==> config.mk <==
export PLATFORM = sky130hd
export DESIGN_NAME = heading_pi_turn_controller_core_flat
export DESIGN_NICKNAME = d
export VERILOG_FILES = /design/src/rtl/core/hptc_pkg.sv /design/src/rtl/core/hptc_in_if.sv /design/src/rtl/core/hptc_out_if.sv /design/src/rtl/core/hptc_state.sv /design/src/rtl/core/hptc_calc.sv /design/src/rtl/core/heading_pi_turn_controller_core.sv /design/src/flat_wrapper.sv
export SDC_FILE = /design/constraint.sdc
export NUM_CORES = 2
export LEC_CHECK = 0
export BUFFER_PORTS_ARGS = -buffer_cell sky130_fd_sc_hd__buf_4
export CAP_MARGIN = 20
export CORE_UTILIZATION = 30
export CTS_CLUSTER_SIZE = 25
export DETAILED_ROUTE_END_ITERATION = 8
export PLACE_DENSITY = 0.56
export REMOVE_ABC_BUFFERS = 1
export SLEW_MARGIN = 10
export SYNTH_ARGS = -nofsm -noshare
export SYNTH_HDL_FRONTEND = slang
export SYNTH_SLANG_ARGS = --single-unit
==> constraint.sdc <==
create_clock -name clk -period 6.8 [get_ports clk]
set_input_delay 1.7 -clock clk [delete_from_list [all_inputs] [get_ports clk]]
set_output_delay 1.7 -clock clk [all_outputs]
set_load 0.005 [all_outputs]
==> src/rtl/core/hptc_pkg.sv <==
`timescale 1ns / 1ps
// ----------------------------------------------------------------------------
// hptc_pkg - heading PI turn controller shared definitions
// Field widths, angle constants, configuration indexes and the structs that
// pass between the pipeline stages.
// ----------------------------------------------------------------------------
package hptc_pkg;

    // Field and datapath widths
    localparam int HEAD_W    = 24;  // heading, Q15.8
    localparam int TURN_W    = 18;  // requested turn, Q9.8
    localparam int TGT_W     = 25;  // target heading
    localparam int ERR_W     = 26;  // heading error
    localparam int INTEG_W   = 24;  // clamped integral, |x| <= 32767*256
    localparam int ISUM_W    = 27;  // integral plus previous error
    localparam int GAIN_W    = 16;  // Q8.8 gains
    localparam int LIM_W     = 15;  // speed limit
    localparam int MOTOR_W   = 16;  // motor commands
    localparam int PROD_P_W  = 42;  // prop_gain * error
    localparam int PROD_I_W  = 40;  // integ_gain * integral
    localparam int SUM_W     = 43;  // product sum, Q.16
    localparam int CORR_W    = 27;  // correction after the Q.16 drop
    localparam int FRAC_W    = 16;  // fraction bits dropped from the sum
    localparam int CFG_W     = 16;  // widest configuration register
    localparam int CFG_IDX_W = 2;

    // Angles in Q.8 degrees
    localparam logic signed [ERR_W-1:0] ONE_DEG   = 26'sd256;
    localparam logic signed [ERR_W-1:0] HALF_TURN = 26'sd46080;
    localparam logic signed [ERR_W-1:0] FULL_TURN = 26'sd92160;
    localparam logic signed [TURN_W-1:0] ONE_DEG_TURN = 18'sd256;

    // Item kinds
    localparam logic MODE_START  = 1'b0;
    localparam logic MODE_SAMPLE = 1'b1;

    // Configuration register indexes
    typedef enum logic [CFG_IDX_W-1:0] {
        CFG_PROP_GAIN   = 2'd0,
        CFG_INTEG_GAIN  = 2'd1,
        CFG_SPEED_LIMIT = 2'd2,
        CFG_SENSOR      = 2'd3
    } cfg_idx_t;

    typedef struct packed {
        logic signed [GAIN_W-1:0] prop_gain;
        logic signed [GAIN_W-1:0] integ_gain;
        logic [LIM_W-1:0]         speed_limit;
        logic                     sensor_present;
    } cfg_t;

    typedef struct packed {
        logic                     mode;
        logic signed [HEAD_W-1:0] heading;
        logic signed [TURN_W-1:0] turn_request;
    } item_t;

    // Control step handed from the state stage to the arithmetic stages
    typedef struct packed {
        logic                      drive;
        logic                      done;
        logic signed [ERR_W-1:0]   err;
        logic signed [INTEG_W-1:0] integ;
    } ctl_t;

endpackage

==> src/rtl/core/hptc_in_if.sv <==
`timescale 1ns / 1ps
// ----------------------------------------------------------------------------
// hptc_in_if - input item channel
// Valid/ready channel carrying one start or heading sample item.
// ----------------------------------------------------------------------------
interface hptc_in_if;
    import hptc_pkg::*;

    logic                     valid;
    logic                     ready;
    logic                     mode;
    logic signed [HEAD_W-1:0] heading;
    logic signed [TURN_W-1:0] turn_request;

    modport source (output valid, output mode, output heading, output turn_request,
                    input ready);
    modport sink (input valid, input mode, input heading, input turn_request,
                  output ready);
endinterface

==> src/rtl/core/hptc_out_if.sv <==
`timescale 1ns / 1ps
// ----------------------------------------------------------------------------
// hptc_out_if - result channel
// Valid/ready channel carrying the motor commands and turn status.
// ----------------------------------------------------------------------------
interface hptc_out_if;
    import hptc_pkg::*;

    logic                      valid;
    logic                      ready;
    logic signed [MOTOR_W-1:0] motor_left;
    logic signed [MOTOR_W-1:0] motor_right;
    logic                      drive_valid;
    logic                      turn_done;

    modport source (output valid, output motor_left, output motor_right,
                    output drive_valid, output turn_done, input ready);
    modport sink (input valid, input motor_left, input motor_right,
                  input drive_valid, input turn_done, output ready);
endinterface

==> src/rtl/core/hptc_state.sv <==
`timescale 1ns / 1ps
// ----------------------------------------------------------------------------
// hptc_state - controller state stage
// Holds target, integral, previous error and the turning flag; forms the
// wrapped error and the clamped integral for each transfer.
// ----------------------------------------------------------------------------
module hptc_state (
    input  logic            clk,
    input  logic            rst_n,
    input  hptc_pkg::cfg_t  cfg,
    input  logic            in_valid,
    output logic            in_ready,
    input  hptc_pkg::item_t in_item,
    output logic            out_valid,
    input  logic            out_ready,
    output hptc_pkg::ctl_t  out_ctl
);
    import hptc_pkg::*;

    logic signed [TGT_W-1:0]   target_reg, target_next;
    logic signed [INTEG_W-1:0] integ_reg, integ_next;
    logic signed [ERR_W-1:0]   prev_err_reg, prev_err_next;
    logic                      turning_reg, turning_next;
    logic                      st_valid_reg;
    ctl_t                      st_reg, st_next;

    logic                      in_fire;
    logic signed [ERR_W-1:0]   err_raw, err_hi, err_wrap;
    logic signed [ISUM_W-1:0]  isum, lim_q;
    logic signed [INTEG_W-1:0] integ_clamp;
    logic                      near;
    logic                      turn_big;

    // Accept when the stage is empty or its content moves on
    assign in_ready  = !st_valid_reg || out_ready;
    assign in_fire   = in_valid && in_ready;
    assign out_valid = st_valid_reg;
    assign out_ctl   = st_reg;

    // Error against target, wrapped once into half a turn either way
    assign err_raw  = ERR_W'(target_reg) - ERR_W'(in_item.heading);
    assign err_hi   = (err_raw > HALF_TURN) ? (err_raw - FULL_TURN) : err_raw;
    assign err_wrap = (err_hi < -HALF_TURN) ? (err_hi + FULL_TURN) : err_hi;
    assign near     = (err_wrap <= ONE_DEG) && (err_wrap >= -ONE_DEG);

    // Integral plus previous error, clamped to the speed limit in degrees
    assign lim_q = $signed({4'b0000, cfg.speed_limit, 8'h00});
    assign isum  = ISUM_W'(integ_reg) + ISUM_W'(prev_err_reg);
    always_comb
    begin
        if (isum > lim_q)
        begin
            integ_clamp = INTEG_W'(lim_q);
        end
        else if (isum < -lim_q)
        begin
            integ_clamp = INTEG_W'(-lim_q);
        end
        else
        begin
            integ_clamp = INTEG_W'(isum);
        end
    end

    assign turn_big = (in_item.turn_request > ONE_DEG_TURN)
                   || (in_item.turn_request < -ONE_DEG_TURN);

    // Next state and control step for the item in hand
    always_comb
    begin
        target_next   = target_reg;
        integ_next    = integ_reg;
        prev_err_next = prev_err_reg;
        turning_next  = turning_reg;
        st_next.drive = 1'b0;
        st_next.done  = 1'b1;
        st_next.err   = err_wrap;
        st_next.integ = integ_clamp;
        if (in_item.mode == MODE_START)
        begin
            target_next   = TGT_W'(in_item.heading) - TGT_W'(in_item.turn_request);
            integ_next    = '0;
            prev_err_next = '0;
            turning_next  = cfg.sensor_present && turn_big;
            st_next.done  = !(cfg.sensor_present && turn_big);
        end
        else if (turning_reg && cfg.sensor_present)
        begin
            integ_next    = integ_clamp;
            prev_err_next = err_wrap;
            turning_next  = !near;
            st_next.drive = 1'b1;
            st_next.done  = near;
        end
        else
        begin
            turning_next = 1'b0;
        end
    end

    // Update state and stage register on each transfer
    always_ff @(posedge clk or negedge rst_n)
    begin
        if (!rst_n)
        begin
            target_reg   <= '0;
            integ_reg    <= '0;
            prev_err_reg <= '0;
            turning_reg  <= 1'b0;
            st_valid_reg <= 1'b0;
        end
        else
        begin
            if (in_fire)
            begin
                target_reg   <= target_next;
                integ_reg    <= integ_next;
                prev_err_reg <= prev_err_next;
                turning_reg  <= turning_next;
                st_valid_reg <= 1'b1;
            end
            else if (out_ready)
            begin
                st_valid_reg <= 1'b0;
            end
        end
    end

    always_ff @(posedge clk)
    begin
        if (in_fire)
        begin
            st_reg <= st_next;
        end
    end

    // A turn only begins from a start transfer with cleared history
    a_turn_starts_clean: assert property (@(posedge clk) disable iff (!rst_n)
        $rose(turning_reg) |-> integ_reg == '0 && prev_err_reg == '0)
        else $error("turn began without cleared integral");

    a_rose_from_start: assert property (@(posedge clk) disable iff (!rst_n)
        in_fire && !turning_reg && in_item.mode == MODE_SAMPLE |=> !turning_reg)
        else $error("sample transfer started a turn");

    a_idle_no_drive: assert property (@(posedge clk) disable iff (!rst_n)
        in_fire && !turning_reg |=> st_valid_reg && !st_reg.drive)
        else $error("idle controller produced a drive step");

endmodule

==> src/rtl/core/hptc_calc.sv <==
`timescale 1ns / 1ps
// ----------------------------------------------------------------------------
// hptc_calc - PI correction pipeline
// Multiplies error and integral by their gains, sums, drops the Q.16
// fraction toward zero and saturates both motor commands.
// ----------------------------------------------------------------------------
module hptc_calc (
    input  logic           clk,
    input  logic           rst_n,
    input  hptc_pkg::cfg_t cfg,
    input  logic           in_valid,
    output logic           in_ready,
    input  hptc_pkg::ctl_t in_ctl,
    hptc_out_if.source     result_out
);
    import hptc_pkg::*;

    // Product stage
    logic                       p_valid_reg;
    logic                       p_drive_reg, p_done_reg;
    logic signed [PROD_P_W-1:0] prod_p_reg, prod_p_next;
    logic signed [PROD_I_W-1:0] prod_i_reg, prod_i_next;
    logic                       p_ready;

    // Sum stage
    logic                       s_valid_reg;
    logic                       s_drive_reg, s_done_reg;
    logic signed [SUM_W-1:0]    sum_reg, sum_next;
    logic                       s_ready;

    // Output stage
    logic                       o_valid_reg;
    logic                       o_drive_reg, o_done_reg;
    logic signed [MOTOR_W-1:0]  ml_reg, ml_next;
    logic signed [MOTOR_W-1:0]  mr_reg, mr_next;
    logic                       o_ready;

    logic signed [CORR_W-1:0]   corr;
    logic signed [CORR_W-1:0]   lim_c;
    logic                       round_up;

    // Stall chain: each stage loads when empty or draining
    assign o_ready  = !o_valid_reg || result_out.ready;
    assign s_ready  = !s_valid_reg || o_ready;
    assign p_ready  = !p_valid_reg || s_ready;
    assign in_ready = p_ready;

    // Gain products
    assign prod_p_next = PROD_P_W'(in_ctl.err) * PROD_P_W'(cfg.prop_gain);
    assign prod_i_next = PROD_I_W'(in_ctl.integ) * PROD_I_W'(cfg.integ_gain);

    // Product sum in Q.16
    assign sum_next = SUM_W'(prod_p_reg) + SUM_W'(prod_i_reg);

    // Drop the fraction toward zero, then saturate
    assign round_up = sum_reg[SUM_W-1] && (|sum_reg[FRAC_W-1:0]);
    assign corr     = sum_reg[SUM_W-1:FRAC_W] + CORR_W'(round_up);
    assign lim_c    = $signed({{(CORR_W-LIM_W){1'b0}}, cfg.speed_limit});
    always_comb
    begin
        if (!s_drive_reg)
        begin
            ml_next = '0;
        end
        else if (corr > lim_c)
        begin
            ml_next = MOTOR_W'(lim_c);
        end
        else if (corr < -lim_c)
        begin
            ml_next = MOTOR_W'(-lim_c);
        end
        else
        begin
            ml_next = MOTOR_W'(corr);
        end
        mr_next = -ml_next;
    end

    // Advance valid flags
    always_ff @(posedge clk or negedge rst_n)
    begin
        if (!rst_n)
        begin
            p_valid_reg <= 1'b0;
            s_valid_reg <= 1'b0;
            o_valid_reg <= 1'b0;
        end
        else
        begin
            if (p_ready)
            begin
                p_valid_reg <= in_valid;
            end
            if (s_ready)
            begin
                s_valid_reg <= p_valid_reg;
            end
            if (o_ready)
            begin
                o_valid_reg <= s_valid_reg;
            end
        end
    end

    // Advance payload
    always_ff @(posedge clk)
    begin
        if (p_ready && in_valid)
        begin
            prod_p_reg  <= prod_p_next;
            prod_i_reg  <= prod_i_next;
            p_drive_reg <= in_ctl.drive;
            p_done_reg  <= in_ctl.done;
        end
        if (s_ready && p_valid_reg)
        begin
            sum_reg     <= sum_next;
            s_drive_reg <= p_drive_reg;
            s_done_reg  <= p_done_reg;
        end
        if (o_ready && s_valid_reg)
        begin
            ml_reg      <= ml_next;
            mr_reg      <= mr_next;
            o_drive_reg <= s_drive_reg;
            o_done_reg  <= s_done_reg;
        end
    end

    assign result_out.valid       = o_valid_reg;
    assign result_out.motor_left  = ml_reg;
    assign result_out.motor_right = mr_reg;
    assign result_out.drive_valid = o_drive_reg;
    assign result_out.turn_done   = o_done_reg;

    a_motors_opposed: assert property (@(posedge clk) disable iff (!rst_n)
        o_valid_reg |-> mr_reg == -ml_reg)
        else $error("motor commands not opposed");

    a_no_drive_zero: assert property (@(posedge clk) disable iff (!rst_n)
        o_valid_reg && !o_drive_reg |-> ml_reg == '0 && mr_reg == '0)
        else $error("motor command without control step");

endmodule

==> src/rtl/core/heading_pi_turn_controller_core.sv <==
`timescale 1ns / 1ps
// ----------------------------------------------------------------------------
// heading_pi_turn_controller_core - PI turn-in-place controller
// Start items set a target heading; sample items during a turn run one PI
// step with angle wrap and drive two saturated, opposed motor commands.
// ----------------------------------------------------------------------------
// One item is accepted every clock cycle unless backpressure stalls the
// input, and each gives exactly one result, passing through an input
// register, the state stage (error wrap, integral clamp and turn flag,
// updated on each transfer so consecutive samples follow directly), a
// gain multiply stage, a sum stage and the output register with
// the truncation and saturation. Backpressure stalls only the stages that
// are full. Configuration writes take effect on the next cycle and are meant
// to be made while no item is in flight.
module heading_pi_turn_controller_core (
    input  logic                               clk,
    input  logic                               rst_n,
    input  logic                               cfg_we,
    input  logic [hptc_pkg::CFG_IDX_W-1:0]     cfg_index,
    input  logic [hptc_pkg::CFG_W-1:0]         cfg_data,
    hptc_in_if.sink                            item_in,
    hptc_out_if.source                         result_out
);
    import hptc_pkg::*;

    cfg_t  cfg_reg;
    item_t in_reg;
    logic  in_valid_reg;
    logic  st_in_ready;
    logic  st_valid;
    logic  calc_ready;
    ctl_t  st_ctl;

    // Configuration register writes
    always_ff @(posedge clk or negedge rst_n)
    begin
        if (!rst_n)
        begin
            cfg_reg.prop_gain      <= 16'sd256;
            cfg_reg.integ_gain     <= 16'sd0;
            cfg_reg.speed_limit    <= 15'd100;
            cfg_reg.sensor_present <= 1'b0;
        end
        else if (cfg_we)
        begin
            unique case (cfg_idx_t'(cfg_index))
                CFG_PROP_GAIN:   cfg_reg.prop_gain      <= $signed(cfg_data);
                CFG_INTEG_GAIN:  cfg_reg.integ_gain     <= $signed(cfg_data);
                CFG_SPEED_LIMIT: cfg_reg.speed_limit    <= cfg_data[LIM_W-1:0];
                CFG_SENSOR:      cfg_reg.sensor_present <= cfg_data[0];
                default:         ;
            endcase
        end
    end

    // Input register
    assign item_in.ready = !in_valid_reg || st_in_ready;

    always_ff @(posedge clk or negedge rst_n)
    begin
        if (!rst_n)
        begin
            in_valid_reg <= 1'b0;
        end
        else if (item_in.ready)
        begin
            in_valid_reg <= item_in.valid;
        end
    end

    always_ff @(posedge clk)
    begin
        if (item_in.ready && item_in.valid)
        begin
            in_reg.mode         <= item_in.mode;
            in_reg.heading      <= item_in.heading;
            in_reg.turn_request <= item_in.turn_request;
        end
    end

    hptc_state u_state (
        .clk       (clk),
        .rst_n     (rst_n),
        .cfg       (cfg_reg),
        .in_valid  (in_valid_reg),
        .in_ready  (st_in_ready),
        .in_item   (in_reg),
        .out_valid (st_valid),
        .out_ready (calc_ready),
        .out_ctl   (st_ctl)
    );

    hptc_calc u_calc (
        .clk        (clk),
        .rst_n      (rst_n),
        .cfg        (cfg_reg),
        .in_valid   (st_valid),
        .in_ready   (calc_ready),
        .in_ctl     (st_ctl),
        .result_out (result_out)
    );

endmodule

==> src/flat_wrapper.sv <==
// flat-port wrapper written by rule: the top's interface ports become plain ports
module heading_pi_turn_controller_core_flat import hptc_pkg::*;
  (clk, rst_n, cfg_we, cfg_index, cfg_data, item_in_valid, item_in_mode, item_in_heading, item_in_turn_request, item_in_ready, result_out_valid, result_out_motor_left, result_out_motor_right, result_out_drive_valid, result_out_turn_done, result_out_ready);
  hptc_in_if item_in_i ();
  hptc_out_if result_out_i ();
  input  logic clk;
  input  logic rst_n;
  input  logic cfg_we;
  input  logic [hptc_pkg::CFG_IDX_W-1:0] cfg_index;
  input  logic [hptc_pkg::CFG_W-1:0] cfg_data;
  input wire logic [$bits(item_in_i.valid)-1:0] item_in_valid;
  input wire logic [$bits(item_in_i.mode)-1:0] item_in_mode;
  input wire logic [$bits(item_in_i.heading)-1:0] item_in_heading;
  input wire logic [$bits(item_in_i.turn_request)-1:0] item_in_turn_request;
  output wire logic [$bits(item_in_i.ready)-1:0] item_in_ready;
  output wire logic [$bits(result_out_i.valid)-1:0] result_out_valid;
  output wire logic [$bits(result_out_i.motor_left)-1:0] result_out_motor_left;
  output wire logic [$bits(result_out_i.motor_right)-1:0] result_out_motor_right;
  output wire logic [$bits(result_out_i.drive_valid)-1:0] result_out_drive_valid;
  output wire logic [$bits(result_out_i.turn_done)-1:0] result_out_turn_done;
  input wire logic [$bits(result_out_i.ready)-1:0] result_out_ready;
  assign item_in_i.valid = item_in_valid;
  assign item_in_i.mode = item_in_mode;
  assign item_in_i.heading = item_in_heading;
  assign item_in_i.turn_request = item_in_turn_request;
  assign item_in_ready = item_in_i.ready;
  assign result_out_valid = result_out_i.valid;
  assign result_out_motor_left = result_out_i.motor_left;
  assign result_out_motor_right = result_out_i.motor_right;
  assign result_out_drive_valid = result_out_i.drive_valid;
  assign result_out_turn_done = result_out_i.turn_done;
  assign result_out_i.ready = result_out_ready;
  heading_pi_turn_controller_core u_core (.clk(clk), .rst_n(rst_n), .cfg_we(cfg_we), .cfg_index(cfg_index), .cfg_data(cfg_data), .item_in(item_in_i), .result_out(result_out_i));
endmodule
After elaboration in Yosys (flattened, before gate mapping)
Cells that the tools add are included.
{ "word_totals": {"regBits": 387, "input_bits": 66, "output_inout_bits": 36, "wordCells": 106} }
{ "op_classes": {"n_addsub": 10, "mul": 2, "order_cmp": 10, "n_eq_ne": 4, "n_mux": 17, "n_bitwise": 1, "n_reduce_logical": 31} }
{ "ops": {"columns": ["op", "n"], "rows": [
  ["$mux 26", 4],
  ["$mux 24", 4],
  ["$lt 27x27->1", 2],
  ["$mux 16", 3],
  ["$add 42x40->43", 1],
  ["$mul 26x16->42", 1],
  ["$mul 24x16->40", 1],
  ["$add 24x26->27", 1],
  ["$add 27x1->27", 1],
  ["$gt 27x16->1", 1],
  ["$gt 27x24->1", 1],
  ["$neg 15->27", 1],
  ["$neg 23->27", 1],
  ["$add 26x18->26 const B", 1],
  ["$ge 26x9->1 const B", 1],
  ["$gt 26x17->1 const B", 1],
  ["$le 26x10->1 const B", 1],
  ["$lt 26x17->1 const B", 1],
  ["$sub 25x24->26", 1],
  ["$sub 26x18->26 const B", 1],
  ["$sub 24x18->25", 1],
  ["$gt 18x10->1 const B", 1],
  ["$lt 18x9->1 const B", 1],
  ["$neg 16->16", 1],
  ["13 further kinds", 42]
]} }

Depth between registers and ports, before layout
{ "logic_depth": {"word_depth": 10, "depth_mapped": 34, "mapped_depth_nobuf": 31} }

Hierarchy
Synthesis repeated with hierarchy kept, for this count alone.
{ "unflattened": {"hier_cells": 5601, "area_unflattened_um2": 53129.7} }
{ "by_module_without_submodules": {"columns": ["mod", "n_inst", "cells_per_inst", "area_per_inst_um2", "seq_area_each_um2"], "rows": [
  ["hptc_calc", 1, 4107, 38354.3, 4939.7],
  ["hptc_state", 1, 1344, 11614.9, 3488.3],
  ["heading_pi_turn_controller_core", 1, 150, 3160.5, 2522.4]
]} }

Least setup slack after synthesis
OpenSTA, ideal clock, no wires.
{ "synth_path": {"path_kind": "register to register", "startpoint": "register u_core.cfg_reg[36] (netlist name)", "endpoint": "register u_core.u_calc.prod_p_reg[40], data pin", "setup_ps": 258, "arrival_ps": 6914, "t_required_ps": 6542, "setup_slack_ps": -372, "stages_incl_launch_ff": 33, "n_path_buf": 2, "synth_period_minus_slack_ps": 7172, "path_cell_list": "dfrtp_1 clkbuf_1 clkbuf_1 nand2_1 fa_1 inv_1 fa_1 inv_1 fa_1 fa_1 inv_1 fa_1 inv_1 fa_1 inv_1 ha_1 a21o_1 a21o_1 a21oi_1 nor2_1 nor2_1 o311a_1 o31ai_1 o21ai_0 o21ai_0 o41ai_1 o21ai_0 a21oi_1 nor2_1 nor2_1 o21ai_0 a21oi_1 xnor2_1"} }
{ "synth_via": {"elab_chain_len": 1} }
{ "synth_rtl": {"columns": ["item", "line_no", "rtl"], "rows": [
  ["from (decl)", "heading_pi_turn_controller_core.sv:26", "cfg_t cfg_reg;"],
  ["$mul 26x16->42", "hptc_calc.sv:49", "assign prod_p_next = PROD_P_W'(in_ctl.err) * PROD_P_W'(cfg.prop_gain);"],
  ["net u_core.u_calc.prod_p_next[40]", "hptc_calc.sv:21", "logic signed [PROD_P_W-1:0] prod_p_reg, prod_p_next;"],
  ["to (signal assigned)", "hptc_calc.sv:111", "prod_p_reg <= prod_p_next;"],
  ["to (decl)", "hptc_calc.sv:21", null]
]} }
The timed path passes the listed nets, and every way through them passes these cells.
A chain may end at the register's enable or synchronous reset.

Worst setup path in the final report
{ "layout_path": {"startpoint": "register u_core.u_state.st_reg (netlist bit u_core.u_state.out_ctl[9])", "endpoint": "register u_core.u_calc.prod_i_reg[39], data pin"} }
{ "layout_via": {"elab_chain_len": 1} }
{ "layout_rtl": {"columns": ["item", "line_no", "rtl"], "rows": [
  ["from (decl)", "hptc_state.sv:25", "ctl_t st_reg, st_next;"],
  ["from (signal assigned)", "hptc_state.sv:133", "st_reg <= st_next;"],
  ["$mul 24x16->40", "hptc_calc.sv:50", "assign prod_i_next = PROD_I_W'(in_ctl.integ) * PROD_I_W'(cfg.integ_gain);"],
  ["net u_core.u_calc.prod_i_next[39]", "hptc_calc.sv:22", "logic signed [PROD_I_W-1:0] prod_i_reg, prod_i_next;"],
  ["to (signal assigned)", "hptc_calc.sv:112", "prod_i_reg <= prod_i_next;"],
  ["to (decl)", "hptc_calc.sv:22", null]
]} }
The timed path passes the listed nets, and every way through them passes these cells.

==> metrics <==
largest net degree at the start of global routing=83; die width=412.8 um; final core utilization=36.11%; area occupied by multi-input gates=36380 um^2; share of the synthesized area in the top cell type=30.84%; Slew HR=35.84%; Post-Synth Simple-Gate Area=14.37%; slowest stage cell, crit path=fa_1; RSZ-0062 raised after global routing=true; yosys synthesis warning count=0; fraction of synthesized area in multiplexers=1.599%; io pins=102; Worst Path Required=7.17 ns; area grow syn2layout=19.39%; standard-cell rows=150; Slew Limit Fails=0; Sequential Area=10970 um^2; post-synthesis cell type count=90; final critical-path required period=7.050 ns; most frequent CP cell=fa_1; critical path's top delay family=adder cells; Avg Inst Size Synth=9.773 um^2; residual antenna-violating net count after detailed routing=0; latest clock arrival within the worst-skew pair=0.63 ns; nets=6927; Core ar.=167400 um^2; flip-flop count of the largest register after layout=52; CP Capture Type=flip-flop; final WL=142400 um; skew final=0.04447 ns; Worst Path Buf+Inv=7; Slew @ Worst Pin=0.9596 ns; largest cells by area after synthesis=fa_1, edfxtp_1, ha_1; die area=170400 um^2; Hold WC Path Type=reg -> reg; Reg clk slew, reported paths=0.07 ns; Global Route Usage Sum=17.06%; share of cells above drive strength 1=17.44%; xor/xnor cell area share of the yosys netlist=4.164%; first drt pass iteration count=7; clk buf depth=3; largest stage delay on the critical path=0.56 ns; DP Wirelength=116700 um; EDFF count, synth=257; Yosys reg bits=386; H-tree Lvls=2; top sig layer=met5; FMAX=141.9 MHz; FFs w/ async S/R, synth=33.42%; crit path kind=reg -> reg; worst-path fanout max=4; Final setup violation count=8; CTS tree=yes; global-route wire length before repair=226400 um; TritonCTS Buffers=48; Setup crit start kind=flip-flop; failing checks=negative setup slack; post-synthesis instance total=5181; M1 WL=64390 um; adder-cell share of the synthesized area=40.68%; CP arrival=7.42 ns; met3 WL post-DR=7174 um; clk sinks=386; 1st-iter DRT viols=2606; max cap viols=0; vias in the first global route=40060; cell taking the most area after synthesis=fa_1; Post-synth top flop=edfxtp_1; outcome=finished, violations left; via count=37670; RD Place Congestion=0.9147; crit path setup slack, layout=-0.2495 ns; initial antenna violation count=10; Root Driver=clkbuf_16; per-cell routed wire length=17.96 um; fillers=16890; Synth Area in Compound Gates=9.376%; grt ovf=0; Initial Util=30.24%; Remaining DRCs=0; Seq/Total Area, Yosys=21.63%; largest family of logic cells by synthesized area=adder cells; Cell Area, Synth=50630 um^2; Hold Vio Cnt, Final=0; met2 wire len=67100 um; final worst-path cycle share=103.7%; hold_buf cts=0; PortBufs=101; Die H=412.8 um; Via density=4.752
-- synthesized netlist by cell type, drive strengths merged, types with 10 or more instances --
| library cell | instances |
|---|---|
| mux2i | 19 |
| xor2 | 65 |
| a22o | 42 |
| o21ai | 151 |
| xnor2 | 174 |
| edfxtp | 257 |
| or3 | 23 |
| a211oi | 20 |
| nand4 | 34 |
| nand2 | 632 |
| nand3 | 54 |
| and2 | 312 |
| a21oi | 170 |
| mux2 | 55 |
| o31ai | 29 |
| nand2b | 83 |
| a31oi | 29 |
| a21boi | 15 |
| nor3 | 46 |
| o211ai | 15 |
| and3 | 40 |
| fa | 780 |
| o21bai | 20 |
| a21o | 72 |
| ha | 398 |
| o21a | 58 |
| or2 | 12 |
| o31a | 10 |
| inv | 922 |
| nor2b | 23 |
| dfrtp | 125 |
| nand3b | 12 |
| nor2 | 175 |
| clkbuf | 173 |
| nor4 | 19 |
-- layer usage --
layer / vias up / GRT usage [%]
met3: 180 / 2.569
met5: - / 0
li1: 17640 / -
met1: 19100 / 23.28
met4: 10 / 3.995
met2: 743 / 28.32
-- per-stage QoR --
step / worst slack, ns / instances / instance area, um^2 / setup TNS [ns] / hold slack [ns]
floorplan: -0.8933 / 5001 / 49950 / -26.39 / 0.4003
global placement: -0.5509 / 7738 / 56820 / -6.755 / 0.4102
detailed placement: -0.5863 / 7738 / 56820 / -5.989 / 0.4081
CTS: -0.1668 / 7893 / 59640 / -0.8231 / 0.4124
global route: -0.5150 / 7927 / 60450 / -4.254 / 0.4230
finish: -0.2495 / 7928 / 60450 / -1.095 / 0.4124
-- repair_timing --
item | in CTS | in global routing
endpoints found under the setup margin | 29 | 73
pin swaps | 120 | 98
resized for setup | 155 | 131
cloned | 2 | 0
buffers inserted | 64 | 41
-- cell type report --
type / count / area share (%)
antenna: 1 / 0.004140
clock buffer: 63 / 2.269
clock inverter: 27 / 0.5526
inverter: 922 / 5.725
multi-input combinational: 3693 / 60.18
sequential: 386 / 18.15
tap: 2204 / 4.562
timing repair buffer: 632 / 8.563
-- kinds of logic (layout without fill, tap and decap cells) --
group | Yosys count | count (layout)
AND/OR/NAND/NOR | 1491 | 1491
adder cells (fa/ha/maj) | 1178 | 1178
buffers and inverters | 1102 | 1644
AO/OA/AOI/OAI | 711 | 711
flip-flops | 386 | 386
XOR/XNOR | 239 | 239
multiplexers | 74 | 74
other | 0 | 1
-- final timing paths --
check | slack [ns] | endpoint | startpoint | cells after the start
hold / removal | 0.41 | u_core.u_calc.s_drive_reg | u_core.u_calc.p_drive_reg | 0
setup reg to reg | -0.25 | u_core.u_calc.prod_i_reg[39] | u_core.u_state.out_ctl[9] | 28
setup / recovery | -0.25 | u_core.u_calc.prod_i_reg[39] | u_core.u_state.out_ctl[9] | 28
hold reg to reg | 0.41 | u_core.u_calc.s_drive_reg | u_core.u_calc.p_drive_reg | 0
min in group asynchronous | 1.13 | u_core.in_valid_reg | rst_n | 1
max in group asynchronous | 4.23 | u_core.cfg_reg[39] | rst_n | 2
-- layout by cell type, fill, tap and decap left out, types with 16 or more instances in the layout --
| cell type | count |
|---|---|
| o21ai_0 | 125 |
| nor2b_1 | 22 |
| a21oi_1 | 149 |
| a21oi_2 | 17 |
| and2_1 | 304 |
| nand4_1 | 34 |
| dfrtp_2 | 16 |
| nand2b_1 | 81 |
| inv_1 | 894 |
| nand2_1 | 611 |
| buf_4 | 565 |
| nor4_1 | 16 |
| a22o_1 | 40 |
| mux2_2 | 54 |
| buf_6 | 41 |
| clkbuf_16 | 51 |
| xor2_1 | 63 |
| o21a_1 | 58 |
| nor2_1 | 167 |
| dfrtp_1 | 109 |
| o31ai_1 | 23 |
| o21ai_1 | 16 |
| fa_1 | 765 |
| mux2i_1 | 18 |
| ha_1 | 386 |
| a211oi_1 | 18 |
| a31oi_1 | 27 |
| nand3_1 | 51 |
| inv_2 | 28 |
| o21bai_1 | 19 |
| nor3_1 | 42 |
| nand2_2 | 16 |
| edfxtp_1 | 257 |
| xnor2_1 | 161 |
| a21o_1 | 71 |
| or3_1 | 21 |
| and3_1 | 37 |
Power is not shown: default switching activity piles up to over one toggle a cycle in this logic, so the estimate is an artifact.
